$ cat src/rtl/gmdfs_pkg.sv
// Shared types, constants and helper functions for the grid maze path finder.
// Used by gmdfs_ctrl, gmdfs_dp, the top level and the checker; depends on nothing else.
`default_nettype none

package gmdfs_pkg;

    // Default grid parameters and fixed field widths.
    localparam int GRID_ROWS_DEF = 8;
    localparam int GRID_COLS_DEF = 8;
    localparam int DIM_CAP       = 8;
    localparam int COORD_W       = 3;
    localparam int DIM_W         = 4;
    localparam int DIR_W         = 2;
    localparam int FROM_W        = 3;
    localparam int CFG_INDEX_W   = 3;
    localparam int CFG_DATA_W    = 4;
    localparam int TDATA_W       = 8;
    localparam int TOTAL_W       = 2 * DIM_W;

    // Reciprocals for dividing a load position by the column count.
    // quotient = (pos * RECIP_TABLE[cols - 1]) >> RECIP_SHIFT, exact for pos < 64.
    localparam int RECIP_SHIFT = 10;
    localparam int RECIP_W     = 11;
    localparam int RECIP_IDX_W = $clog2(DIM_CAP);
    typedef logic [RECIP_W-1:0] recip_t;
    localparam recip_t RECIP_TABLE [DIM_CAP] = '{
        11'd1024, 11'd512, 11'd342, 11'd256, 11'd205, 11'd171, 11'd147, 11'd128
    };

    // Direction codes in the order they are tried.
    typedef enum logic [DIR_W-1:0] {
        DIR_DOWN  = 2'd0,
        DIR_RIGHT = 2'd1,
        DIR_UP    = 2'd2,
        DIR_LEFT  = 2'd3
    } dir_t;

    // Direction counter value once all four directions were tried.
    localparam logic [FROM_W-1:0] FROM_DONE = 3'd4;

    // Configuration register indexes.
    typedef enum logic [CFG_INDEX_W-1:0] {
        REG_GRID_ROWS = 3'd0,
        REG_GRID_COLS = 3'd1,
        REG_START_ROW = 3'd2,
        REG_START_COL = 3'd3,
        REG_GOAL_ROW  = 3'd4,
        REG_GOAL_COL  = 3'd5
    } cfg_reg_t;

    // One search stack entry: a cell and the direction being explored from it.
    typedef struct packed {
        logic [COORD_W-1:0] row;
        logic [COORD_W-1:0] col;
        dir_t               dir;
    } stack_entry_t;

    // Commands from the controller to the datapath.
    typedef struct packed {
        logic load_accept;
        logic start_init;
        logic found_write;
        logic dir_skip;
        logic probe_rd;
        logic push;
        logic pop;
        logic restore;
        logic out_rd;
        logic out_load_path;
        logic out_inc;
        logic out_load_nf;
        logic finish;
    } ctrl_cmd_t;

    // Status from the datapath to the controller.
    typedef struct packed {
        logic load_busy;
        logic start_ok;
        logic at_goal;
        logic from_done;
        logic nbr_inside;
        logic probe_free;
        logic depth_one;
        logic out_last;
        logic out_free;
    } dp_status_t;

    // Grid size in use: zero acts as one, anything above the cap acts as the cap.
    function automatic logic [DIM_W-1:0] clamp_dim(input logic [DIM_W-1:0] value,
                                                   input logic [DIM_W-1:0] cap);
        logic [DIM_W-1:0] result;
        if (value == '0)
        begin
            result = DIM_W'(1);
        end
        else if (value > cap)
        begin
            result = cap;
        end
        else
        begin
            result = value;
        end
        return result;
    endfunction

endpackage

`default_nettype wire

$ cat src/rtl/gmdfs_dp.sv
// Datapath of the grid maze path finder: configuration registers, cell load
// pipeline, wall/mark/stack memories, search registers and the output register.
// Depends on gmdfs_pkg.
`default_nettype none

module gmdfs_dp #(
    parameter int GRID_ROWS = gmdfs_pkg::GRID_ROWS_DEF,
    parameter int GRID_COLS = gmdfs_pkg::GRID_COLS_DEF
) (
    input  wire logic                                 clk,
    input  wire logic                                 rst_n,
    input  wire logic                                 cfg_wen,
    input  wire logic [gmdfs_pkg::CFG_INDEX_W-1:0]    cfg_index,
    input  wire logic [gmdfs_pkg::CFG_DATA_W-1:0]     cfg_data,
    input  wire logic                                 cell_blocked,
    input  wire gmdfs_pkg::ctrl_cmd_t                 cmd,
    output gmdfs_pkg::dp_status_t                     status,
    input  wire logic                                 m_ready,
    output logic                                      m_valid,
    output logic                                      m_found,
    output logic [gmdfs_pkg::COORD_W-1:0]             m_row,
    output logic [gmdfs_pkg::COORD_W-1:0]             m_col,
    output logic                                      m_last
);

    localparam int COORD_W  = gmdfs_pkg::COORD_W;
    localparam int DIM_W    = gmdfs_pkg::DIM_W;
    localparam int TOTAL_W  = gmdfs_pkg::TOTAL_W;
    localparam int ROWS_CAP = (GRID_ROWS < gmdfs_pkg::DIM_CAP) ? GRID_ROWS : gmdfs_pkg::DIM_CAP;
    localparam int COLS_CAP = (GRID_COLS < gmdfs_pkg::DIM_CAP) ? GRID_COLS : gmdfs_pkg::DIM_CAP;
    localparam int CELLS    = ROWS_CAP * COLS_CAP;
    localparam int CELL_W   = $clog2(CELLS);
    localparam int DEPTH_W  = $clog2(CELLS + 1);
    localparam int PROD_W   = CELL_W + gmdfs_pkg::RECIP_W;

    localparam logic [DIM_W-1:0] ROWS_CAP_V = DIM_W'(ROWS_CAP);
    localparam logic [DIM_W-1:0] COLS_CAP_V = DIM_W'(COLS_CAP);

    // Linear store address of a cell.
    function automatic logic [CELL_W-1:0] cell_index(input logic [COORD_W-1:0] row,
                                                     input logic [COORD_W-1:0] col);
        return CELL_W'(int'(row) * COLS_CAP + int'(col));
    endfunction

    // Configuration registers.
    logic [DIM_W-1:0]   grid_rows_reg;
    logic [DIM_W-1:0]   grid_cols_reg;
    logic [COORD_W-1:0] start_row_reg;
    logic [COORD_W-1:0] start_col_reg;
    logic [COORD_W-1:0] goal_row_reg;
    logic [COORD_W-1:0] goal_col_reg;

    // Load pipeline.
    logic [CELL_W-1:0]  load_pos_reg;
    logic               ld1_vld_reg;
    logic [CELL_W-1:0]  ld1_pos_reg;
    logic               ld1_wall_reg;
    logic               ld2_vld_reg;
    logic [CELL_W-1:0]  ld2_pos_reg;
    logic [COORD_W-1:0] ld2_row_reg;
    logic               ld2_wall_reg;
    logic               ld3_vld_reg;
    logic [COORD_W-1:0] ld3_row_reg;
    logic [COORD_W-1:0] ld3_col_reg;
    logic               ld3_wall_reg;

    // Memories and their valid bits.
    logic                          wall_mem [CELLS];
    logic                          mark_mem [CELLS];
    gmdfs_pkg::stack_entry_t       stack_mem [CELLS];
    logic [CELLS-1:0]              wall_vld_reg;
    logic [CELLS-1:0]              mark_vld_reg;
    logic                          wall_rd_reg;
    logic                          wall_vld_rd_reg;
    logic                          mark_rd_reg;
    logic                          mark_vld_rd_reg;
    gmdfs_pkg::stack_entry_t       stk_rd_reg;

    // Search registers.
    logic [COORD_W-1:0]            cur_row_reg;
    logic [COORD_W-1:0]            cur_col_reg;
    logic [gmdfs_pkg::FROM_W-1:0]  from_reg;
    logic [DEPTH_W-1:0]            depth_reg;
    logic [CELL_W-1:0]             out_idx_reg;

    // Output register.
    logic                          m_valid_reg;
    logic                          m_found_reg;
    logic [COORD_W-1:0]            m_row_reg;
    logic [COORD_W-1:0]            m_col_reg;
    logic                          m_last_reg;

    // Combinational helpers.
    logic [DIM_W-1:0]              nr;
    logic [DIM_W-1:0]              nc;
    logic [DIM_W-1:0]              nc_m1;
    logic [TOTAL_W-1:0]            total;
    logic [CELL_W-1:0]             pos_eff;
    logic [TOTAL_W-1:0]            pos_inc;
    logic [CELL_W-1:0]             pos_next;
    logic [PROD_W-1:0]             ld_prod;
    logic [TOTAL_W-1:0]            row_base;
    logic [CELL_W-1:0]             ld_idx;
    logic [COORD_W-1:0]            nbr_row;
    logic [COORD_W-1:0]            nbr_col;
    logic                          nbr_inside;
    logic [CELL_W-1:0]             nbr_idx;
    logic [CELL_W-1:0]             cur_idx;
    logic [DEPTH_W-1:0]            depth_m1;
    logic [DEPTH_W-1:0]            depth_m2;
    logic                          mark_we;
    logic [CELL_W-1:0]             mark_waddr;
    logic                          mark_wdata;
    logic                          stk_we;
    gmdfs_pkg::stack_entry_t       stk_wdata;
    logic                          stk_re;
    logic [CELL_W-1:0]             stk_raddr;
    logic                          out_free;

    // Grid size in use and load position arithmetic.
    assign nr       = gmdfs_pkg::clamp_dim(grid_rows_reg, ROWS_CAP_V);
    assign nc       = gmdfs_pkg::clamp_dim(grid_cols_reg, COLS_CAP_V);
    assign nc_m1    = nc - DIM_W'(1);
    assign total    = TOTAL_W'(nr) * TOTAL_W'(nc);
    assign pos_eff  = (TOTAL_W'(load_pos_reg) >= total) ? '0 : load_pos_reg;
    assign pos_inc  = TOTAL_W'(pos_eff) + TOTAL_W'(1);
    assign pos_next = (pos_inc >= total) ? '0 : pos_inc[CELL_W-1:0];

    // Row of a load position by reciprocal multiplication, then the column remainder.
    assign ld_prod  = PROD_W'(ld1_pos_reg)
                    * PROD_W'(gmdfs_pkg::RECIP_TABLE[nc_m1[gmdfs_pkg::RECIP_IDX_W-1:0]]);
    assign row_base = TOTAL_W'(ld2_row_reg) * TOTAL_W'(nc);
    assign ld_idx   = cell_index(ld3_row_reg, ld3_col_reg);

    // Neighbor of the current cell in the direction under trial.
    always_comb
    begin
        nbr_row    = cur_row_reg;
        nbr_col    = cur_col_reg;
        nbr_inside = 1'b0;
        case (gmdfs_pkg::dir_t'(from_reg[gmdfs_pkg::DIR_W-1:0]))
            gmdfs_pkg::DIR_DOWN:
            begin
                nbr_row    = cur_row_reg + COORD_W'(1);
                nbr_inside = (DIM_W'(cur_row_reg) + DIM_W'(1)) < nr;
            end
            gmdfs_pkg::DIR_RIGHT:
            begin
                nbr_col    = cur_col_reg + COORD_W'(1);
                nbr_inside = (DIM_W'(cur_col_reg) + DIM_W'(1)) < nc;
            end
            gmdfs_pkg::DIR_UP:
            begin
                nbr_row    = cur_row_reg - COORD_W'(1);
                nbr_inside = (cur_row_reg != '0);
            end
            gmdfs_pkg::DIR_LEFT:
            begin
                nbr_col    = cur_col_reg - COORD_W'(1);
                nbr_inside = (cur_col_reg != '0);
            end
            default:
            begin
                nbr_inside = 1'b0;
            end
        endcase
    end

    assign nbr_idx  = cell_index(nbr_row, nbr_col);
    assign cur_idx  = cell_index(cur_row_reg, cur_col_reg);
    assign depth_m1 = depth_reg - DEPTH_W'(1);
    assign depth_m2 = depth_reg - DEPTH_W'(2);

    // Mark store write port: set on start and push, clear on backtrack.
    always_comb
    begin
        mark_we    = cmd.start_init | cmd.push | cmd.pop;
        mark_wdata = ~cmd.pop;
        if (cmd.start_init)
        begin
            mark_waddr = cell_index(start_row_reg, start_col_reg);
        end
        else if (cmd.push)
        begin
            mark_waddr = nbr_idx;
        end
        else
        begin
            mark_waddr = cur_idx;
        end
    end

    // Stack ports: the top entry gets its direction on push, or is closed on the goal.
    assign stk_we        = cmd.push | cmd.found_write;
    assign stk_wdata.row = cur_row_reg;
    assign stk_wdata.col = cur_col_reg;
    assign stk_wdata.dir = cmd.push ? gmdfs_pkg::dir_t'(from_reg[gmdfs_pkg::DIR_W-1:0])
                                    : gmdfs_pkg::DIR_DOWN;
    assign stk_re        = (cmd.pop & (depth_reg != DEPTH_W'(1))) | cmd.out_rd;
    assign stk_raddr     = cmd.out_rd ? out_idx_reg : depth_m2[CELL_W-1:0];

    assign out_free = ~m_valid_reg | m_ready;

    // Status toward the controller.
    assign status.load_busy  = ld1_vld_reg | ld2_vld_reg | ld3_vld_reg;
    assign status.start_ok   = (DIM_W'(start_row_reg) < nr) && (DIM_W'(start_col_reg) < nc)
                            && (DIM_W'(goal_row_reg) < nr) && (DIM_W'(goal_col_reg) < nc);
    assign status.at_goal    = (cur_row_reg == goal_row_reg) && (cur_col_reg == goal_col_reg);
    assign status.from_done  = (from_reg == gmdfs_pkg::FROM_DONE);
    assign status.nbr_inside = nbr_inside;
    assign status.probe_free = ~(wall_rd_reg & wall_vld_rd_reg)
                             & ~(mark_rd_reg & mark_vld_rd_reg);
    assign status.depth_one  = (depth_reg == DEPTH_W'(1));
    assign status.out_last   = ((DEPTH_W'(out_idx_reg) + DEPTH_W'(1)) == depth_reg);
    assign status.out_free   = out_free;

    // Configuration registers.
    always_ff @(posedge clk or negedge rst_n)
    begin
        if (!rst_n)
        begin
            grid_rows_reg <= DIM_W'(gmdfs_pkg::DIM_CAP);
            grid_cols_reg <= DIM_W'(gmdfs_pkg::DIM_CAP);
            start_row_reg <= '0;
            start_col_reg <= '0;
            goal_row_reg  <= '0;
            goal_col_reg  <= '0;
        end
        else if (cfg_wen)
        begin
            unique case (gmdfs_pkg::cfg_reg_t'(cfg_index))
                gmdfs_pkg::REG_GRID_ROWS: grid_rows_reg <= cfg_data;
                gmdfs_pkg::REG_GRID_COLS: grid_cols_reg <= cfg_data;
                gmdfs_pkg::REG_START_ROW: start_row_reg <= cfg_data[COORD_W-1:0];
                gmdfs_pkg::REG_START_COL: start_col_reg <= cfg_data[COORD_W-1:0];
                gmdfs_pkg::REG_GOAL_ROW:  goal_row_reg  <= cfg_data[COORD_W-1:0];
                gmdfs_pkg::REG_GOAL_COL:  goal_col_reg  <= cfg_data[COORD_W-1:0];
                default:                  ;
            endcase
        end
    end

    // Control state: load position, pipeline valids, store valid bits, search state.
    always_ff @(posedge clk or negedge rst_n)
    begin
        if (!rst_n)
        begin
            load_pos_reg    <= '0;
            ld1_vld_reg     <= 1'b0;
            ld2_vld_reg     <= 1'b0;
            ld3_vld_reg     <= 1'b0;
            wall_vld_reg    <= '0;
            mark_vld_reg    <= '0;
            wall_vld_rd_reg <= 1'b0;
            mark_vld_rd_reg <= 1'b0;
            cur_row_reg     <= '0;
            cur_col_reg     <= '0;
            from_reg        <= '0;
            depth_reg       <= '0;
            out_idx_reg     <= '0;
            m_valid_reg     <= 1'b0;
        end
        else
        begin
            ld1_vld_reg <= cmd.load_accept;
            ld2_vld_reg <= ld1_vld_reg;
            ld3_vld_reg <= ld2_vld_reg;

            if (cmd.load_accept)
            begin
                load_pos_reg <= pos_next;
            end
            else if (cmd.finish)
            begin
                load_pos_reg <= '0;
            end

            if (ld3_vld_reg)
            begin
                wall_vld_reg[ld_idx] <= 1'b1;
            end

            if (cmd.finish)
            begin
                mark_vld_reg <= '0;
            end
            else if (mark_we)
            begin
                mark_vld_reg[mark_waddr] <= 1'b1;
            end

            if (cmd.probe_rd)
            begin
                wall_vld_rd_reg <= wall_vld_reg[nbr_idx];
                mark_vld_rd_reg <= mark_vld_reg[nbr_idx];
            end

            // Current cell, direction counter and stack depth.
            if (cmd.start_init)
            begin
                cur_row_reg <= start_row_reg;
                cur_col_reg <= start_col_reg;
                from_reg    <= '0;
                depth_reg   <= DEPTH_W'(1);
            end
            else if (cmd.push)
            begin
                cur_row_reg <= nbr_row;
                cur_col_reg <= nbr_col;
                from_reg    <= '0;
                depth_reg   <= depth_reg + DEPTH_W'(1);
            end
            else if (cmd.dir_skip)
            begin
                from_reg <= from_reg + gmdfs_pkg::FROM_W'(1);
            end
            else if (cmd.pop)
            begin
                depth_reg <= depth_m1;
            end
            else if (cmd.restore)
            begin
                cur_row_reg <= stk_rd_reg.row;
                cur_col_reg <= stk_rd_reg.col;
                from_reg    <= gmdfs_pkg::FROM_W'(stk_rd_reg.dir) + gmdfs_pkg::FROM_W'(1);
            end
            else if (cmd.finish)
            begin
                depth_reg <= '0;
            end

            if (cmd.found_write)
            begin
                out_idx_reg <= '0;
            end
            else if (cmd.out_inc)
            begin
                out_idx_reg <= out_idx_reg + CELL_W'(1);
            end

            if (cmd.out_load_path || cmd.out_load_nf)
            begin
                m_valid_reg <= 1'b1;
            end
            else if (m_ready)
            begin
                m_valid_reg <= 1'b0;
            end
        end
    end

    // Load pipeline payload.
    always_ff @(posedge clk)
    begin
        if (cmd.load_accept)
        begin
            ld1_pos_reg  <= pos_eff;
            ld1_wall_reg <= cell_blocked;
        end
        ld2_pos_reg  <= ld1_pos_reg;
        ld2_row_reg  <= ld_prod[gmdfs_pkg::RECIP_SHIFT +: COORD_W];
        ld2_wall_reg <= ld1_wall_reg;
        ld3_row_reg  <= ld2_row_reg;
        ld3_col_reg  <= COORD_W'(TOTAL_W'(ld2_pos_reg) - row_base);
        ld3_wall_reg <= ld2_wall_reg;
    end

    // Wall store.
    always_ff @(posedge clk)
    begin
        if (ld3_vld_reg)
        begin
            wall_mem[ld_idx] <= ld3_wall_reg;
        end
        if (cmd.probe_rd)
        begin
            wall_rd_reg <= wall_mem[nbr_idx];
        end
    end

    // Path mark store.
    always_ff @(posedge clk)
    begin
        if (mark_we)
        begin
            mark_mem[mark_waddr] <= mark_wdata;
        end
        if (cmd.probe_rd)
        begin
            mark_rd_reg <= mark_mem[nbr_idx];
        end
    end

    // Search stack.
    always_ff @(posedge clk)
    begin
        if (stk_we)
        begin
            stack_mem[depth_m1[CELL_W-1:0]] <= stk_wdata;
        end
        if (stk_re)
        begin
            stk_rd_reg <= stack_mem[stk_raddr];
        end
    end

    // Output register payload.
    always_ff @(posedge clk)
    begin
        if (cmd.out_load_path)
        begin
            m_found_reg <= 1'b1;
            m_row_reg   <= stk_rd_reg.row;
            m_col_reg   <= stk_rd_reg.col;
            m_last_reg  <= status.out_last;
        end
        else if (cmd.out_load_nf)
        begin
            m_found_reg <= 1'b0;
            m_row_reg   <= '0;
            m_col_reg   <= '0;
            m_last_reg  <= 1'b1;
        end
    end

    assign m_valid = m_valid_reg;
    assign m_found = m_found_reg;
    assign m_row   = m_row_reg;
    assign m_col   = m_col_reg;
    assign m_last  = m_last_reg;

endmodule

`default_nettype wire

$ cat src/rtl/gmdfs_ctrl.sv
// Controller state machine of the grid maze path finder: cell intake, the
// depth-first search sequence and the result sequence. Depends on gmdfs_pkg.
`default_nettype none

module gmdfs_ctrl (
    input  wire logic                  clk,
    input  wire logic                  rst_n,
    input  wire logic                  s_tvalid,
    input  wire logic                  s_tlast,
    output logic                       s_tready,
    input  wire gmdfs_pkg::dp_status_t status,
    output gmdfs_pkg::ctrl_cmd_t       cmd
);

    typedef enum logic [3:0] {
        ST_LOAD,
        ST_DRAIN,
        ST_START,
        ST_CHECK,
        ST_TRY,
        ST_PROBE,
        ST_POP,
        ST_RESTORE,
        ST_OUT_RD,
        ST_OUT_LD,
        ST_NOT_FOUND,
        ST_FINISH
    } state_t;

    state_t state_reg;
    state_t state_next;
    logic   accept;

    assign accept   = s_tvalid && (state_reg == ST_LOAD);
    assign s_tready = (state_reg == ST_LOAD);

    // Next state and commands.
    always_comb
    begin
        state_next = state_reg;
        cmd        = '0;
        unique case (state_reg)
            ST_LOAD:
            begin
                cmd.load_accept = accept;
                if (accept && s_tlast)
                begin
                    state_next = ST_DRAIN;
                end
            end
            ST_DRAIN:
            begin
                if (!status.load_busy)
                begin
                    state_next = ST_START;
                end
            end
            ST_START:
            begin
                if (status.start_ok)
                begin
                    cmd.start_init = 1'b1;
                    state_next     = ST_CHECK;
                end
                else
                begin
                    state_next = ST_NOT_FOUND;
                end
            end
            ST_CHECK:
            begin
                if (status.at_goal)
                begin
                    cmd.found_write = 1'b1;
                    state_next      = ST_OUT_RD;
                end
                else
                begin
                    state_next = ST_TRY;
                end
            end
            ST_TRY:
            begin
                if (status.from_done)
                begin
                    state_next = ST_POP;
                end
                else if (!status.nbr_inside)
                begin
                    cmd.dir_skip = 1'b1;
                end
                else
                begin
                    cmd.probe_rd = 1'b1;
                    state_next   = ST_PROBE;
                end
            end
            ST_PROBE:
            begin
                if (status.probe_free)
                begin
                    cmd.push   = 1'b1;
                    state_next = ST_CHECK;
                end
                else
                begin
                    cmd.dir_skip = 1'b1;
                    state_next   = ST_TRY;
                end
            end
            ST_POP:
            begin
                cmd.pop = 1'b1;
                if (status.depth_one)
                begin
                    state_next = ST_NOT_FOUND;
                end
                else
                begin
                    state_next = ST_RESTORE;
                end
            end
            ST_RESTORE:
            begin
                cmd.restore = 1'b1;
                state_next  = ST_TRY;
            end
            ST_OUT_RD:
            begin
                cmd.out_rd = 1'b1;
                state_next = ST_OUT_LD;
            end
            ST_OUT_LD:
            begin
                if (status.out_free)
                begin
                    cmd.out_load_path = 1'b1;
                    if (status.out_last)
                    begin
                        state_next = ST_FINISH;
                    end
                    else
                    begin
                        cmd.out_inc = 1'b1;
                        state_next  = ST_OUT_RD;
                    end
                end
            end
            ST_NOT_FOUND:
            begin
                if (status.out_free)
                begin
                    cmd.out_load_nf = 1'b1;
                    state_next      = ST_FINISH;
                end
            end
            ST_FINISH:
            begin
                cmd.finish = 1'b1;
                state_next = ST_LOAD;
            end
            default:
            begin
                state_next = ST_LOAD;
            end
        endcase
    end

    // State register.
    always_ff @(posedge clk or negedge rst_n)
    begin
        if (!rst_n)
        begin
            state_reg <= ST_LOAD;
        end
        else
        begin
            state_reg <= state_next;
        end
    end

endmodule

`default_nettype wire

$ cat src/rtl/grid_maze_dfs_path_finder.sv
// Throughput: cells are taken one beat per cycle while s_tready is high. The tlast beat
// stalls intake through load pipeline drain, the start state and the search: try reads a
// neighbor (skips one outside the grid), probe judges it, check follows a step forward, pop
// and restore a step back. Each path beat is read from the stack, then loaded; finish closes.
// Reset (rst_n, asynchronous): 8x8 grid, start and goal at 0/0, all cells free.
// Depends on gmdfs_pkg, gmdfs_ctrl and gmdfs_dp.
`default_nettype none

module grid_maze_dfs_path_finder #(
    parameter int GRID_ROWS = gmdfs_pkg::GRID_ROWS_DEF,
    parameter int GRID_COLS = gmdfs_pkg::GRID_COLS_DEF
) (
    input  wire logic                               clk,
    input  wire logic                               rst_n,
    input  wire logic                               cfg_wen,
    input  wire logic [gmdfs_pkg::CFG_INDEX_W-1:0]  cfg_index,
    input  wire logic [gmdfs_pkg::CFG_DATA_W-1:0]   cfg_data,
    input  wire logic                               s_tvalid,
    output logic                                    s_tready,
    input  wire logic [gmdfs_pkg::TDATA_W-1:0]      s_tdata,   // [0] cell_blocked
    input  wire logic                               s_tlast,   // last_cell
    output logic                                    m_tvalid,
    input  wire logic                               m_tready,
    output logic [gmdfs_pkg::TDATA_W-1:0]           m_tdata,   // [2:0] path_row, [5:3] path_col
    output logic                                    m_tuser,   // [0] found
    output logic                                    m_tlast    // last_step
);

    localparam int COORD_W = gmdfs_pkg::COORD_W;
    localparam int PAD_W   = gmdfs_pkg::TDATA_W - 2 * COORD_W;

    gmdfs_pkg::ctrl_cmd_t  cmd;
    gmdfs_pkg::dp_status_t status;
    logic [COORD_W-1:0]    m_row;
    logic [COORD_W-1:0]    m_col;

    gmdfs_ctrl u_ctrl (
        .clk      (clk),
        .rst_n    (rst_n),
        .s_tvalid (s_tvalid),
        .s_tlast  (s_tlast),
        .s_tready (s_tready),
        .status   (status),
        .cmd      (cmd)
    );

    gmdfs_dp #(
        .GRID_ROWS (GRID_ROWS),
        .GRID_COLS (GRID_COLS)
    ) u_dp (
        .clk          (clk),
        .rst_n        (rst_n),
        .cfg_wen      (cfg_wen),
        .cfg_index    (cfg_index),
        .cfg_data     (cfg_data),
        .cell_blocked (s_tdata[0]),
        .cmd          (cmd),
        .status       (status),
        .m_ready      (m_tready),
        .m_valid      (m_tvalid),
        .m_found      (m_tuser),
        .m_row        (m_row),
        .m_col        (m_col),
        .m_last       (m_tlast)
    );

    // Output beat packing, first field in the lowest bits.
    assign m_tdata = {PAD_W'(0), m_col, m_row};

endmodule

`default_nettype wire

$ cat config.mk
export PLATFORM = sky130hd
export DESIGN_NAME = grid_maze_dfs_path_finder
export DESIGN_NICKNAME = d
export VERILOG_FILES = /design/src/rtl/gmdfs_pkg.sv /design/src/rtl/gmdfs_dp.sv /design/src/rtl/gmdfs_ctrl.sv /design/src/rtl/grid_maze_dfs_path_finder.sv
export SDC_FILE = /design/constraint.sdc
export NUM_CORES = 1
export LEC_CHECK = 0
export ABC_AREA = 0
export BUFFER_PORTS_ARGS = -buffer_cell sky130_fd_sc_hd__buf_2
export CORE_UTILIZATION = 25
export DETAILED_ROUTE_END_ITERATION = 8
export GPL_ROUTABILITY_DRIVEN = 0
export MAX_ROUTING_LAYER = met4
export PLACE_DENSITY_LB_ADDON = 0.05
export SYNTH_ARGS = -nofsm -noshare
export SYNTH_HDL_FRONTEND = slang
export SYNTH_SLANG_ARGS = --single-unit
$ cat constraint.sdc
create_clock -name clk -period 9.7 [get_ports clk]
set_input_delay 1.455 -clock clk [delete_from_list [all_inputs] [get_ports clk]]
set_output_delay 1.455 -clock clk [all_outputs]
set_load 0.05 [all_outputs]
==> metrics.txt, run 1 <==
status=finished clean; Worst Hold Path Cells=0; vias in the first global route=25000; overall via count from detail_route=between 20000 and 25000; post-CTS setup repair buffer count=0; Hold Fails Final Rpt=0; min-delay worst type=flop to flop; Yosys top cell area share=a little over 50%; slew of the pin with the lowest slew margin=1147 ps; worst reg2reg endpoint=u_dp.load_pos_reg[2]$_DFFE_PN0P_; die width=397.4 um; cell count after synthesis=2822; max_slew headroom=22.74%; max-cap check violation count=0; placed cell areas=41650 um2; mean number of vias per cell=4.740; unrepaired setup endpoints after global routing=false; Worst IR Drop VDD=0.0002092 V; antenna violations before repair=8; post-synthesis instance area=about 40000 um2; least setup slack across all paths after layout=3037 ps; number of max-slew violations in the final report=0; met1 usage=20.71%; Max H-tree Level=3; gr ovfl total=0; filler cell count in the final layout=15630; count of state elements after synthesis=865; number of buffers added to fix hold violations after cts=0; CP Capture Type=flop; number of flops mapped to enable cells by yosys=664; global-route wire length before repair=176700 um; worst setup slack before clock tree synthesis=2977 ps; setup-violating endpoint count in the final report=0; Crit Path Category=flop to flop; final wirelength=119900 um; Starting DRT DRC Count=between 1500 and 2000; Post-Synthesis Mean Instance Area=between 10 and 15 um2; static leakage power=16.89 nW; fraction of registers with async set/reset=21.50%; r2r worst-path depth=24; design area=~45000 um2; Hold Path End=u_dp.ld3_wall_reg$_DFF_P_; RR Startpoint=u_dp.grid_cols_reg[3]$_DFFE_PN1P_; root buf cell=sky130_fd_sc_hd__clkbuf_16; setup slack of the worst register-to-register path=roughly 3000 ps; top cells by area in the synthesized netlist=sky130_fd_sc_hd__edfxtp_1, sky130_fd_sc_hd__dfrtp_1, sky130_fd_sc_hd__mux4_2, sky130_fd_sc_hd__mux2i_1, sky130_fd_sc_hd__nand2_1; maximum fanout along the worst path=12; total die area=about 160000 um2; fin crit period=around 6700 ps; post-route ant nets=0; number of gates given a new drive strength after cts=0; DRC violation count after routing=0; fraction of final layout cells with drive strength greater than 1=approximately 16%; maximum frequency from static timing analysis=roughly 150 MHz; height of the chip=397.4 um; largest net degree at the start of global routing=105; Worst Hold Margin=336.1 ps; leading cell types by count after synthesis=sky130_fd_sc_hd__edfxtp_1, sky130_fd_sc_hd__nand2_1, sky130_fd_sc_hd__nor2_1; Pwr per Cell Area=around 310 nW/um2; IO buf count=23; Total Nets Final=approximately 3000; PnR Total Power=0.01404 W; flip-flop count of the largest register, all copies and words added=512; leading area contributor after synthesis=sky130_fd_sc_hd__edfxtp_1; number of core rows=144; global-route met2 utilization=between 20% and 30%; critical path launch point type=flop; Tcrit/Tclk final=between 60% and 70%; Worst-path clk slew=~60 ps; Starting Density=between 20% and 30%; TritonCTS Buffers=105; TritonCTS clock tree=built; most frequent cell after synthesis=sky130_fd_sc_hd__edfxtp_1; Worst EP arrival=around 7300 ps; Clk Latency, worst-skew pair=730 ps; Syn. warnings=0; accumulated negative setup slack=0 ps; min-delay src=u_dp.ld2_wall_reg$_DFF_P_; final routed wire length divided by cell count=24.01 um; HPWL after DPL=approximately 76000 um; area added between synthesis and finish=14.92%; GRT Resource Usage Total=~16%; number of top-level pins=33; worst setup path startpoint=u_dp.grid_cols_reg[3]$_DFFE_PN1P_; dominant register cell in the synthesized netlist=sky130_fd_sc_hd__edfxtp_1; Max Buffers Root-to-Sink=3; number of sinks handled by clock tree synthesis=865; register area share after synthesis=63.71%; drt pass-1 iters=8; Worst Skew=45.85 ps; busiest layer in global routing=met2; Placeable Area=154600 um2; Worst Path Required=10320 ps; count of cell types in the netlist=88; met3 Usage GRT=between 2 and 3%
worst max-delay path by stage:
stage / to / slack, ps
floorplan: u_dp.load_pos_reg[2]$_DFFE_PN0P_ / 4020
global placement: u_dp.load_pos_reg[2]$_DFFE_PN0P_ / 2910
detailed placement: u_dp.load_pos_reg[2]$_DFFE_PN0P_ / 2980
CTS: u_dp.load_pos_reg[2]$_DFFE_PN0P_ / 2970
global route: u_dp.load_pos_reg[2]$_DFFE_PN0P_ / 2490
finish: u_dp.load_pos_reg[2]$_DFFE_PN0P_ / 3040
cells in the final DEF, fill, tap and decap left out, types with 22 or more instances in the layout:
cell type                     n
sky130_fd_sc_hd__a21o_1      60
sky130_fd_sc_hd__a21oi_1     78
sky130_fd_sc_hd__a22oi_1     34
sky130_fd_sc_hd__a32oi_1     66
sky130_fd_sc_hd__buf_2       22
sky130_fd_sc_hd__buf_4       48
sky130_fd_sc_hd__clkbuf_1    29
sky130_fd_sc_hd__clkbuf_16  105
sky130_fd_sc_hd__dfrtp_1    178
sky130_fd_sc_hd__edfxtp_1   664
sky130_fd_sc_hd__fa_1        38
sky130_fd_sc_hd__ha_1        72
sky130_fd_sc_hd__inv_1       76
sky130_fd_sc_hd__mux2_2      28
sky130_fd_sc_hd__mux2i_1    126
sky130_fd_sc_hd__mux4_2     106
sky130_fd_sc_hd__nand2_1    299
sky130_fd_sc_hd__nand3_1     56
sky130_fd_sc_hd__nor2_1     287
sky130_fd_sc_hd__nor2b_1     25
sky130_fd_sc_hd__o21ai_0     57
sky130_fd_sc_hd__or2_2       74
sky130_fd_sc_hd__xnor2_1     29
power breakdown:
| group | leakage, nW | switching, W | internal (W) |
|---|---|---|---|
| logic | 6.55 | 0.00365 | 0.00190 |
| registers | 8.76 | 0.000302 | 0.00444 |
| clock network | 1.58 | 0.00161 | 0.00214 |
layer usage:
metal,vias to the layer above,share of wire (%)
li1,10680,-
met1,12310,46
met2,509,47
met3,180,4.2
met4,0,2.6
met5,-,0
worst max-delay path, cell delays in order, from the launching register on:
cell and delay (ps):
sky130_fd_sc_hd__dfstp_2 550, sky130_fd_sc_hd__inv_1 200, sky130_fd_sc_hd__or3_1 460, sky130_fd_sc_hd__fa_1 550
sky130_fd_sc_hd__inv_1 60, sky130_fd_sc_hd__fa_1 520, sky130_fd_sc_hd__ha_1 310, sky130_fd_sc_hd__a21o_1 160
sky130_fd_sc_hd__a21oi_1 280, sky130_fd_sc_hd__nor2_1 70, sky130_fd_sc_hd__a311oi_1 480, sky130_fd_sc_hd__nand2_1 180
sky130_fd_sc_hd__nor2_1 600, sky130_fd_sc_hd__nor2b_1 140, sky130_fd_sc_hd__ha_1 290, sky130_fd_sc_hd__nand3_1 120
sky130_fd_sc_hd__xor2_1 210, sky130_fd_sc_hd__nor2_1 80, sky130_fd_sc_hd__ha_1 210, sky130_fd_sc_hd__a21o_1 180
sky130_fd_sc_hd__a21oi_1 130, sky130_fd_sc_hd__o21ai_0 120, sky130_fd_sc_hd__a21bo_2 260, sky130_fd_sc_hd__or3_1 310
sky130_fd_sc_hd__o221ai_1 160
cell families (layout without fill, tap and decap cells):
group | count (synthesis) | count (layout) | share of synthesized area [%]
DFF | 865 | 865 | 63.71
other | 1 | 5 | 0.009596
xor gates and xnor gates | 54 | 54 | 1.245
and+or+nand+nor | 891 | 891 | 10.48
buffers and inverters | 215 | 340 | 2.385
AOI/OAI and AO/OA | 419 | 419 | 7.537
muxes | 267 | 267 | 10.39
adders and majority gates | 110 | 110 | 4.252
through the flow:
step / instances / util, %
2_1_floorplan: 2823 / -
3_3_place_gp: 4802 / 26.94
3_5_place_dp: 4802 / 26.94
4_1_cts: 4992 / 29.05
5_1_grt: 4994 / 29.05
6_report: 4995 / 29.05
final cells by class:
type / instances / area [um2] / area share (%)
clock buffers: 139 / 2805 / 6.246
diodes: 3 / 7.507 / 0.01672
inverters: 78 / 292.8 / 0.6519
multi-input cells: 1743 / 13380 / 29.80
clock inverters: 51 / 446.7 / 0.9946
well taps: 2044 / 2557 / 5.695
flip-flops and latches: 865 / 24910 / 55.47
repair buffers: 72 / 504.2 / 1.123
Power figures use the tool's default switching activity.
==> run 2: changes to the inputs <==
==> constraint.sdc (replaced) <==
create_clock -name clk -period 6.1 [get_ports clk]
set_input_delay 0.915 -clock clk [delete_from_list [all_inputs] [get_ports clk]]
set_output_delay 0.915 -clock clk [all_outputs]
set_load 0.05 [all_outputs]
==> metrics.txt, run 2 (synthesis gave the netlist of run 1 again) <==
number of sinks handled by clock tree synthesis=between 800 and 900; post-CTS setup repair buffer count=0; height of the chip=between 300 and 400 um; most common cell after layout, fill and taps aside=sky130_fd_sc_hd__edfxtp_1; unrepaired setup endpoints after global routing=false; CP Capture Type=flop; number of top-level pins=33; vias in the first global route=24790; PnR Total Power=0.02295 W; accumulated negative setup slack=0 ps; fin crit period=5695 ps; die width=397.4 um; TritonCTS Buffers=104; maximum frequency from static timing analysis=175.6 MHz; Worst-path clk slew=about 60 ps; slew of the pin with the lowest slew margin=1312 ps; IO buf count=23; Clk Latency, worst-skew pair=roughly 750 ps; max-cap check violation count=0; Max H-tree Level=3; Pwr per Cell Area=501.8 nW/um2; root buf cell=sky130_fd_sc_hd__clkbuf_16; least setup slack across all paths after layout=405.3 ps; mean number of vias per cell=4.707; Worst EP arrival=6310 ps; number of core rows=between 100 and 150; gr ovfl total=0; antenna violations before repair=5; Tcrit/Tclk final=between 90% and 100%; post-route ant nets=0; filler cell count in the final layout=15610; static leakage power=17.35 nW; Total Nets Final=3048; Max Buffers Root-to-Sink=3; final wirelength=121100 um; status=finished clean; GRT Resource Usage Total=15.86%; min-delay worst type=primary input to async pin; drt pass-1 iters=5; setup-violating endpoint count in the final report=0; flip-flop count of the largest register, all copies and words added=512; Crit Path Category=flop to flop; max_slew headroom=12.49%; number of max-slew violations in the final report=0; Starting Density=25.28%; Worst Skew=~65 ps; worst setup slack before clock tree synthesis=-110.5 ps; critical path launch point type=flop; Worst Path Required=6720 ps; largest net degree at the start of global routing=138; overall via count from detail_route=approximately 24000; total die area=157900 um2; Starting DRT DRC Count=1570; fraction of final layout cells with drive strength greater than 1=18.08%; HPWL after DPL=77170 um; area added between synthesis and finish=17.01%; global-route wire length before repair=178000 um; Hold Fails Final Rpt=0; Worst Hold Margin=161.0 ps; TritonCTS clock tree=built; commonest non-fill, non-tap cells in the layout=sky130_fd_sc_hd__edfxtp_1, sky130_fd_sc_hd__nand2_1, sky130_fd_sc_hd__nor2_1, sky130_fd_sc_hd__dfrtp_1, sky130_fd_sc_hd__mux2i_1; DRC violation count after routing=0; Placeable Area=about 150000 um2; final routed wire length divided by cell count=between 20 and 25 um; maximum fanout along the worst path=5; Worst IR Drop VDD=0.0004855 V
run 2: cell types whose count changed in the layout (fill, tap and decap cells not counted), sizes merged:
cell      change
clkbuf        -5
clkinvlp      +1
bufinv        +8
diode         -2
clkinv        -1
buf          +53
run 2: timing repair:
| action | 4_1_cts | 5_1_grt |
|---|---|---|
| setup endpoints to repair | 2 | 8 |
| gates resized for setup | 1 | 16 |
| pin swaps | 0 | 2 |
| hold buffers | 0 | 0 |
run 2: layout make-up:
| class | instances | area (um2) | share of cell area (%) |
|---|---|---|---|
| sequential | 865 | 24910 | 54.48 |
| multi-input combinational | 1743 | 13450 | 29.40 |
| tap | 2044 | 2557 | 5.593 |
| antenna | 1 | 2.502 | 0.005473 |
| clock inverter | 59 | 715.7 | 1.565 |
| timing repair buffer | 125 | 964.7 | 2.110 |
| clock buffer | 134 | 2835 | 6.200 |
| inverter | 78 | 292.8 | 0.6403 |
run 2: final timing paths:
check	start	end	slack [ps]	depth (start not counted)
setup / recovery	u_dp.grid_cols_reg[3]$_DFFE_PN1P_	u_dp.load_pos_reg[2]$_DFFE_PN0P_	410	24
hold / removal	rst_n	u_dp.load_pos_reg[2]$_DFFE_PN0P_	160	1
setup reg to reg	u_dp.grid_cols_reg[3]$_DFFE_PN1P_	u_dp.load_pos_reg[2]$_DFFE_PN0P_	410	24
hold reg to reg	u_dp.ld2_wall_reg$_DFF_P_	u_dp.ld3_wall_reg$_DFF_P_	330	0
max in group asynchronous	rst_n	u_dp.cur_row_reg[0]$_DFFE_PN0P_	4600	2
min in group clk	u_dp.ld2_wall_reg$_DFF_P_	u_dp.ld3_wall_reg$_DFF_P_	330	0
run 2: layer usage:
layer	routed length (um)	track usage, %	vias to the layer above
met5	0	-	-
met4	2480	3.640	0
met3	4327	2.306	157
met2	57060	24.98	441
met1	57260	21.51	12400
li1	-	-	10770
run 2: power by group:
part | switching (W) | internal, W | total, W
sequential | 0.000466 | 0.00706 | 0.00752
combinational | 0.00587 | 0.00313 | 0.00900
clock | 0.00262 | 0.00380 | 0.00642
run 2: metrics by stage:
step                      instance area, um2  utilization [%]  cells
after floorplan                        39080                -   2823
after global placement                 42110            27.24   4855
after detailed placement               42110            27.24   4855
after CTS                              45660            29.54   5048
after global routing                   45720            29.58   5048
final                                  45730            29.58   5049
run 2: critical path, stage by stage (launching register included):
cell and delay, ps:
sky130_fd_sc_hd__dfstp_2 550, sky130_fd_sc_hd__inv_1 60, sky130_fd_sc_hd__or3_1 400, sky130_fd_sc_hd__fa_1 540, sky130_fd_sc_hd__inv_1 60, sky130_fd_sc_hd__fa_1 570
sky130_fd_sc_hd__inv_1 70, sky130_fd_sc_hd__fa_2 580, sky130_fd_sc_hd__ha_1 230, sky130_fd_sc_hd__o21ai_1 140, sky130_fd_sc_hd__o21bai_1 90, sky130_fd_sc_hd__a21oi_2 180
sky130_fd_sc_hd__nor2_1 90, sky130_fd_sc_hd__nor2b_2 190, sky130_fd_sc_hd__ha_4 190, sky130_fd_sc_hd__nand3_1 90, sky130_fd_sc_hd__xor2_1 200, sky130_fd_sc_hd__nor2_1 60
sky130_fd_sc_hd__ha_1 180, sky130_fd_sc_hd__a21o_1 170, sky130_fd_sc_hd__a21oi_1 150, sky130_fd_sc_hd__o21ai_1 100, sky130_fd_sc_hd__a21bo_2 230, sky130_fd_sc_hd__or3_1 300
sky130_fd_sc_hd__o221ai_1 160
